`src/rtl/gsd_pkg.sv`:
```
// Package for the greedy sequence decoder.
// Holds the item structs, the field widths, the result kind codes and the FSM state type.
// It has no dependencies.
package gsd_pkg;

  localparam int unsigned SCORE_W = 16;
  localparam int unsigned IDX_W   = 13;

  localparam logic KIND_SYMBOL  = 1'b0;
  localparam logic KIND_SUMMARY = 1'b1;

  typedef struct packed {
    logic signed [SCORE_W-1:0] score;
    logic                      last_class;
    logic                      last_step;
  } in_t;

  typedef struct packed {
    logic                      result_kind;
    logic [IDX_W-1:0]          symbol_index;
    logic signed [SCORE_W-1:0] symbol_score;
    logic signed [SCORE_W-1:0] average_score;
    logic                      last_of_run;
  } out_t;

  typedef enum logic [2:0] {
    S_ACC = 3'b001,
    S_DIV = 3'b010,
    S_SUM = 3'b100
  } state_e;

endpackage

```
`src/rtl/gsd_div.sv`:
```
// Iterative restoring divider for the sequence average, one quotient bit per cycle.
// Signed dividend, unsigned divisor, quotient truncated toward zero; uses gsd_pkg.
// A zero divisor gives a zero quotient.
module gsd_div import gsd_pkg::*; #(
  parameter int unsigned SUM_W = 25,
  parameter int unsigned CNT_W = 9
) (
  input  logic                      clk_i,
  input  logic                      rst_ni,
  input  logic                      start_i,
  input  logic signed [SUM_W-1:0]   dividend_i,
  input  logic [CNT_W-1:0]          divisor_i,
  output logic                      done_o,
  output logic signed [SCORE_W-1:0] quot_o
);

  localparam int unsigned ITER_W = $clog2(SUM_W + 1);

  logic              busy_q, busy_d;
  logic              done_q, done_d;
  logic [ITER_W-1:0] iter_q, iter_d;
  logic              neg_q, neg_d;
  logic [CNT_W-1:0]  dsr_q, dsr_d;
  logic [CNT_W-1:0]  rem_q, rem_d;
  logic [SUM_W-1:0]  quo_q, quo_d;
  logic [CNT_W:0]    trial;
  logic [CNT_W:0]    diff;
  logic [SUM_W-1:0]  quo_signed;

  always_comb begin
    busy_d = busy_q;
    done_d = 1'b0;
    iter_d = iter_q;
    neg_d  = neg_q;
    dsr_d  = dsr_q;
    rem_d  = rem_q;
    quo_d  = quo_q;
    trial  = {rem_q, quo_q[SUM_W-1]};
    diff   = trial - {1'b0, dsr_q};
    if (start_i) begin
      dsr_d = divisor_i;
      rem_d = '0;
      if (divisor_i == '0) begin
        neg_d  = 1'b0;
        quo_d  = '0;
        done_d = 1'b1;
      end else begin
        neg_d  = dividend_i[SUM_W-1];
        quo_d  = dividend_i[SUM_W-1] ? SUM_W'(-dividend_i) : SUM_W'(dividend_i);
        busy_d = 1'b1;
        iter_d = ITER_W'(SUM_W);
      end
    end else if (busy_q) begin
      if (trial >= {1'b0, dsr_q}) begin
        rem_d = diff[CNT_W-1:0];
        quo_d = {quo_q[SUM_W-2:0], 1'b1};
      end else begin
        rem_d = trial[CNT_W-1:0];
        quo_d = {quo_q[SUM_W-2:0], 1'b0};
      end
      iter_d = iter_q - ITER_W'(1);
      if (iter_q == ITER_W'(1)) begin
        busy_d = 1'b0;
        done_d = 1'b1;
      end
    end
  end

  always_ff @(posedge clk_i or negedge rst_ni) begin
    if (!rst_ni) begin
      busy_q <= 1'b0;
      done_q <= 1'b0;
      iter_q <= '0;
    end else begin
      busy_q <= busy_d;
      done_q <= done_d;
      iter_q <= iter_d;
    end
  end

  always_ff @(posedge clk_i) begin
    neg_q <= neg_d;
    dsr_q <= dsr_d;
    rem_q <= rem_d;
    quo_q <= quo_d;
  end

  // The mean of 16-bit scores always fits 16 bits, so the low bits carry it.
  assign quo_signed = neg_q ? (SUM_W'(0) - quo_q) : quo_q;
  assign quot_o     = SCORE_W'(quo_signed);
  assign done_o     = done_q;

endmodule

```
`src/rtl/greedy_sequence_decode.sv`:
```
// Greedy sequence decoder: per-timestep arg-max, duplicate removal, sequence average.
// Top level; uses gsd_pkg and the gsd_div divider.
// Throughput: one score item per cycle while in the accumulate state and the output register is free or being drained.
// A kept symbol result is registered and appears in the cycle after the item that closes its timestep.
// A sequence-end item blocks input while the bit-serial divider runs and until the summary
// is loaded; with no symbol kept the divide is skipped. Reset is asynchronous, no clear pass.
module greedy_sequence_decode import gsd_pkg::*; #(
  parameter int unsigned MAX_CLASSES = 8192,
  parameter int unsigned MAX_STEPS   = 256
) (
  input  logic clk_i,
  input  logic rst_ni,
  input  logic cfg_we_i,
  input  logic cfg_wdata_i,
  input  logic in_valid_i,
  output logic in_ready_o,
  input  in_t  in_item_i,
  output logic out_valid_o,
  input  logic out_ready_i,
  output out_t out_item_o
);

  localparam int unsigned POS_W = $clog2(MAX_CLASSES + 1);
  localparam int unsigned CLS_W = $clog2(MAX_CLASSES);
  localparam int unsigned CNT_W = $clog2(MAX_STEPS + 1);
  localparam int unsigned SUM_W = 17 + $clog2(MAX_STEPS);

  state_e                    state_q, state_d;
  logic                      rmdup_q;
  logic signed [SCORE_W-1:0] best_val_q;
  logic [CLS_W-1:0]          best_cls_q;
  logic [POS_W-1:0]          pos_q;
  logic [CLS_W-1:0]          prev_q;
  logic                      have_prev_q;
  logic signed [SUM_W-1:0]   sum_q;
  logic [CNT_W-1:0]          cnt_q;
  logic                      out_valid_q;
  out_t                      out_q;

  logic                      slot_free;
  logic                      in_ok;
  logic                      in_range;
  logic                      take;
  logic signed [SCORE_W-1:0] b_val;
  logic [CLS_W-1:0]          b_cls;
  logic [POS_W-1:0]          pos_inc;
  logic                      drop;
  logic                      keep_add;
  logic signed [SUM_W-1:0]   sum_upd;
  logic [CNT_W-1:0]          cnt_upd;
  logic                      seq_end;
  logic                      div_done;
  logic signed [SCORE_W-1:0] div_quot;

  assign slot_free  = !out_valid_q || out_ready_i;
  assign in_ready_o = (state_q == S_ACC) && slot_free;
  assign in_ok      = in_valid_i && in_ready_o;
  assign seq_end    = in_ok && in_item_i.last_class && in_item_i.last_step;

  always_comb begin
    in_range = pos_q < POS_W'(MAX_CLASSES);
    take     = in_range && ((pos_q == '0) || (in_item_i.score > best_val_q));
    b_val    = take ? in_item_i.score : best_val_q;
    b_cls    = take ? pos_q[CLS_W-1:0] : best_cls_q;
    pos_inc  = in_range ? pos_q + POS_W'(1) : pos_q;
    drop     = rmdup_q && have_prev_q && (b_cls == prev_q);
    keep_add = !drop && (cnt_q < CNT_W'(MAX_STEPS));
    sum_upd  = keep_add ? sum_q + SUM_W'(b_val) : sum_q;
    cnt_upd  = keep_add ? cnt_q + CNT_W'(1) : cnt_q;
  end

  gsd_div #(
    .SUM_W (SUM_W),
    .CNT_W (CNT_W)
  ) u_div (
    .clk_i      (clk_i),
    .rst_ni     (rst_ni),
    .start_i    (seq_end),
    .dividend_i (sum_upd),
    .divisor_i  (cnt_upd),
    .done_o     (div_done),
    .quot_o     (div_quot)
  );

  always_comb begin
    state_d = state_q;
    unique case (state_q)
      S_ACC: if (seq_end) state_d = S_DIV;
      S_DIV: if (div_done) state_d = S_SUM;
      S_SUM: if (slot_free) state_d = S_ACC;
      default: state_d = S_ACC;
    endcase
  end

  always_ff @(posedge clk_i or negedge rst_ni) begin
    if (!rst_ni) begin
      state_q     <= S_ACC;
      rmdup_q     <= 1'b1;
      best_val_q  <= '0;
      best_cls_q  <= '0;
      pos_q       <= '0;
      prev_q      <= '0;
      have_prev_q <= 1'b0;
      sum_q       <= '0;
      cnt_q       <= '0;
    end else begin
      state_q <= state_d;
      if (cfg_we_i) begin
        rmdup_q <= cfg_wdata_i;
      end
      if (in_ok) begin
        if (!in_item_i.last_class) begin
          best_val_q <= b_val;
          best_cls_q <= b_cls;
          pos_q      <= pos_inc;
        end else begin
          best_val_q <= '0;
          best_cls_q <= '0;
          pos_q      <= '0;
          if (in_item_i.last_step) begin
            prev_q      <= '0;
            have_prev_q <= 1'b0;
            sum_q       <= '0;
            cnt_q       <= '0;
          end else begin
            prev_q      <= b_cls;
            have_prev_q <= 1'b1;
            sum_q       <= sum_upd;
            cnt_q       <= cnt_upd;
          end
        end
      end
    end
  end

  // Output register: a kept symbol loads on its closing item, the summary once the
  // divider is done and the register is free.
  always_ff @(posedge clk_i or negedge rst_ni) begin
    if (!rst_ni) begin
      out_valid_q <= 1'b0;
    end else if ((in_ok && in_item_i.last_class && !drop) ||
                 (state_q == S_SUM && slot_free)) begin
      out_valid_q <= 1'b1;
    end else if (out_ready_i) begin
      out_valid_q <= 1'b0;
    end
  end

  always_ff @(posedge clk_i) begin
    if (in_ok && in_item_i.last_class && !drop) begin
      out_q.result_kind   <= KIND_SYMBOL;
      out_q.symbol_index  <= IDX_W'(b_cls);
      out_q.symbol_score  <= b_val;
      out_q.average_score <= '0;
      out_q.last_of_run   <= !in_item_i.last_step;
    end else if (state_q == S_SUM && slot_free) begin
      out_q.result_kind   <= KIND_SUMMARY;
      out_q.symbol_index  <= '0;
      out_q.symbol_score  <= '0;
      out_q.average_score <= div_quot;
      out_q.last_of_run   <= 1'b1;
    end
  end

  assign out_valid_o = out_valid_q;
  assign out_item_o  = out_q;

`ifndef SYNTHESIS
  a_done_in_div: assert property (@(posedge clk_i) disable iff (!rst_ni)
    div_done |-> state_q == S_DIV)
    else $error("divider finished outside the divide state");

  a_summary_load: assert property (@(posedge clk_i) disable iff (!rst_ni)
    (state_q == S_SUM && slot_free) |=>
      (out_valid_q && out_q.result_kind == KIND_SUMMARY && state_q == S_ACC))
    else $error("summary item not loaded when leaving the summary state");

  a_seq_clear: assert property (@(posedge clk_i) disable iff (!rst_ni)
    seq_end |=> (cnt_q == '0 && sum_q == '0 && !have_prev_q && state_q == S_DIV))
    else $error("sequence state not cleared at sequence end");

  a_cnt_bound: assert property (@(posedge clk_i) disable iff (!rst_ni)
    cnt_q <= CNT_W'(MAX_STEPS))
    else $error("kept count exceeds its limit");
`endif

endmodule
```
`config.mk`:
```
export PLATFORM = sky130hd
export DESIGN_NAME = greedy_sequence_decode
export DESIGN_NICKNAME = d
export VERILOG_FILES = /design/src/rtl/gsd_pkg.sv /design/src/rtl/gsd_div.sv /design/src/rtl/greedy_sequence_decode.sv
export SDC_FILE = /design/constraint.sdc
export NUM_CORES = 1
export LEC_CHECK = 0
export BUFFER_PORTS_ARGS = -buffer_cell sky130_fd_sc_hd__buf_2
export CAP_MARGIN = 20
export CORE_AREA = 4 4 194 196
export DETAILED_ROUTE_END_ITERATION = 8
export DIE_AREA = 0 0 198 200
export GPL_TIMING_DRIVEN = 0
export PLACE_DENSITY = 0.51
export SLEW_MARGIN = 25
export SYNTH_ARGS = -nofsm -noshare
export SYNTH_HDL_FRONTEND = slang
export SYNTH_SLANG_ARGS = --single-unit
```
`constraint.sdc`:
```
create_clock -name clk_i -period 8.75 [get_ports clk_i]
set_input_delay 0.875 -clock clk_i [delete_from_list [all_inputs] [get_ports clk_i]]
set_output_delay 0.875 -clock clk_i [all_outputs]
set_load 0.05 [all_outputs]
```
==> impl_metrics.env <==
export IMPL_status="complete, no violations"
export IMPL_crit_fanout=10
export IMPL_diodes=0
export IMPL_drtPass1Iterations=5
export IMPL_startpoint_type="input port"
export IMPL_gp_congestion=0.866
export IMPL_top_layer="met4"
export IMPL_hold_viol=0
export IMPL_worstPathArrival_ns=7.95
export IMPL_relSlewSlack=0.266
export IMPL_die_y_um=200
export IMPL_synth_area_per_cell_um2=9.23
export IMPL_routed_wl_um=35200
export IMPL_path_clk_slew_ns=0.09
export IMPL_fin_tns_setup_ns=0
export IMPL_end_kind="register"
export IMPL_wl_met3_um=1310
export IMPL_yosys_top_cells_area="dfrtp_1 20%, edfxtp_1 16%, ha_1 5.7%"
export IMPL_synth_seq_area_share=0.408
export IMPL_setup_viol_count_final=0
export IMPL_fmax_mhz=129
export IMPL_area_growth_pct=12.8
export IMPL_powerDensity_nw_per_um2=367
export IMPL_via_per_inst=5.37
export IMPL_synth_distinct_cells=89
export IMPL_ioPinCount=73
export IMPL_synth_seq_cells=194
export IMPL_grt_first_pass_wirelength_um=56400
export IMPL_h_tree_depth=4
export IMPL_crit_family="compound AO/OA/AOI/OAI gates"
export IMPL_clock_skew_ns=0.0162
export IMPL_dp_cells=1881
export IMPL_cts_hold_buffers=0
export IMPL_async_flop_share=0.531
export IMPL_drt_iter0_drc=764
export IMPL_worstMarginPinSlew_ns=1.09
export IMPL_maxSlewViolCount=0
export IMPL_layout_cells_non_filler=1913
export IMPL_crit_required_ns=8.96
export IMPL_dieArea_um2=39600
export IMPL_overflow=0
export IMPL_route_met2_wl_um=15900
export IMPL_grt_setup_unrepaired="no"
export IMPL_wl_per_cell_um=18.4
export IMPL_setup_worst_path_class="in2reg"
export IMPL_cts_tree="done"
export IMPL_synth_common_cells="154 x nor2_1, 111 x nand2_1, 101 x dfrtp_1"
export IMPL_critPathBufInv=3
export IMPL_dieWidth_um=198
export IMPL_vias=10300
export IMPL_path_cells="buf_2 > ha_1 > a21oi_1 > o21ai_1 > a221oi_2 > nand3_2 > a21oi_1 > clkbuf_1 > a21oi_1 > inv_1 > ha_1 > fa_1 > a211oi_2 > o211ai_1 > a311o_1 > nor3_1 > a211o_1 > a21oi_1 > xor2_1 > nor3_2 > nor2_2 > a311oi_1 > xnor2_1 > a22o_1"
export IMPL_min_delay_path_class="in2async"
export IMPL_port_buffers=71
export IMPL_finalCritPeriodShare=0.885
export IMPL_rows=70
export IMPL_yosys_warnings=0
export IMPL_start_util=0.343
export IMPL_cts_root_buffer="clkbuf_16"
export IMPL_clock_latency_ns=0.46
export IMPL_cts_setup_buffers=0
export IMPL_grt_max_degree=74
export IMPL_syn_inst=1341
export IMPL_clock_sinks=194
export IMPL_clk_path_buf_depth=2
export IMPL_yosysMostFrequentCell="nor2_1"
export IMPL_crit_top_cell="a21oi_1"
export IMPL_cts_buffers=17
export IMPL_yosysTopAreaCellShare=0.204
export IMPL_crit_path_max_incr_delay_ns=0.84
export IMPL_grt_pass1_vias=10100
export IMPL_post_cts_resized=0
export IMPL_drive_gt1_frac=0.111
export IMPL_p_leak_nw=6.03
export IMPL_drtAntennaViolNets=0
export IMPL_grt_use_total=0.179
export IMPL_peakVddDrop_v=0.000186
export IMPL_hpwl_um=26200
export IMPL_layout_nets=1514
export IMPL_cpMaxStageDelayCell="a21oi_1"
export IMPL_yosys_most_used_dff="dfrtp_1"
export IMPL_drc=0
export IMPL_syn_nets=1423
export IMPL_period_minus_slack_ns=7.74
export IMPL_antenna_found_initial=0
export IMPL_synthesis_area_um2=12400
export IMPL_synth_edf_count=65
export IMPL_maxCapViolations=0
export IMPL_post_synth_top_area_cell="dfrtp_1"
export IMPL_core_area_um2=36100
export IMPL_m1WireLength_um=17400
where the power goes:
part / internal, mW / leakage (nW) / switching, mW
clock network: 0.415 / 0.301 / 0.411
logic: 1.08 / 3.51 / 1.80
registers: 1.20 / 2.22 / 0.212
total: 2.69 / 6.03 / 2.43
layout make-up:
type	count	area [um2]
buffer	71	320
clock buffer	19	475
tap	468	586
clock inverter	13	121
timing repair buffer	72	393
inverter	61	229
fill	3679	22100
sequential	194	5050
multi-input combinational	1015	6790
cells by family (layout without fill, tap and decap cells):
kind of cell    Yosys count  in the layout  synth area share
buf+inv                 132            236            0.0443
compound gates          353            353             0.193
mux                      41             41            0.0340
simple gates            454            454             0.184
fa+ha+maj                58             58            0.0599
xor+xnor                109            109            0.0771
flops                   194            194             0.408
cells in the final DEF (no fill, tap or decap), types with 38 or more instances in the layout:
cell type	count
o21ai_0	74
a22o_1	38
nand2_1	111
clkbuf_1	50
ha_1	56
xor2_1	68
inv_1	60
dfrtp_1	101
edfxtp_1	65
nor2_1	154
buf_2	77
xnor2_1	41
a21oi_1	80
flip-flops by register name, indices dropped and copies added (netlist names), 13 cells and up:
| name | count |
|---|---|
| u_div.quo_q | 25 |
| sum_q | 25 |
| pos_q | 14 |
| best_cls_q | 13 |
| prev_q | 13 |
| out_item_o | 47 |
| best_val_q | 16 |
worst paths after layout:
path                                startpoint               to  slack (ns)  cells after the start
worst min-delay path                    rst_ni    best_cls_q[0]        0.28                      1
worst min register to register  out_item_o[46]   out_item_o[46]        0.46                      2
worst max-delay path             in_item_i[15]  u_div.quo_q[18]        1.01                     24
worst max register to register  best_val_q[13]  u_div.quo_q[18]        1.14                     24
min in group clk_i              out_item_o[46]   out_item_o[46]        0.46                      2
max in group asynchronous               rst_ni        sum_q[23]        7.79                      2
worst reg2reg max path, delay by kind of cell (launching register included):
family | cells | cell delay [ns]
flip-flops | 1 | 0.36
buffers and inverters | 3 | 0.80
adder cells (fa/ha/maj) | 3 | 0.69
AND/OR/NAND/NOR | 4 | 1.21
AO/OA/AOI/OAI | 12 | 3.87
XOR/XNOR | 2 | 0.40
per-stage QoR:
step	hold WS, ns	instance area (um2)	total power [mW]	setup WS [ns]	util
CTS	0.269	14000	5.13	1.10	0.387
floorplan	0.431	12400	3.50	2.55	-
finish	0.279	14000	5.12	1.01	0.387
global route	0.280	14000	5.51	0.477	0.387
detailed placement	0.453	13400	4.29	0.651	0.370
global placement	0.445	13300	4.26	0.683	0.369
metal layers:
metal,GRT usage,up-vias
li1,-,5030
met1,0.256,5001
met2,0.285,213
met3,0.0274,26
met4,0.0451,0
met5,0,-
Note: power is estimated with default switching activity, not from simulation.
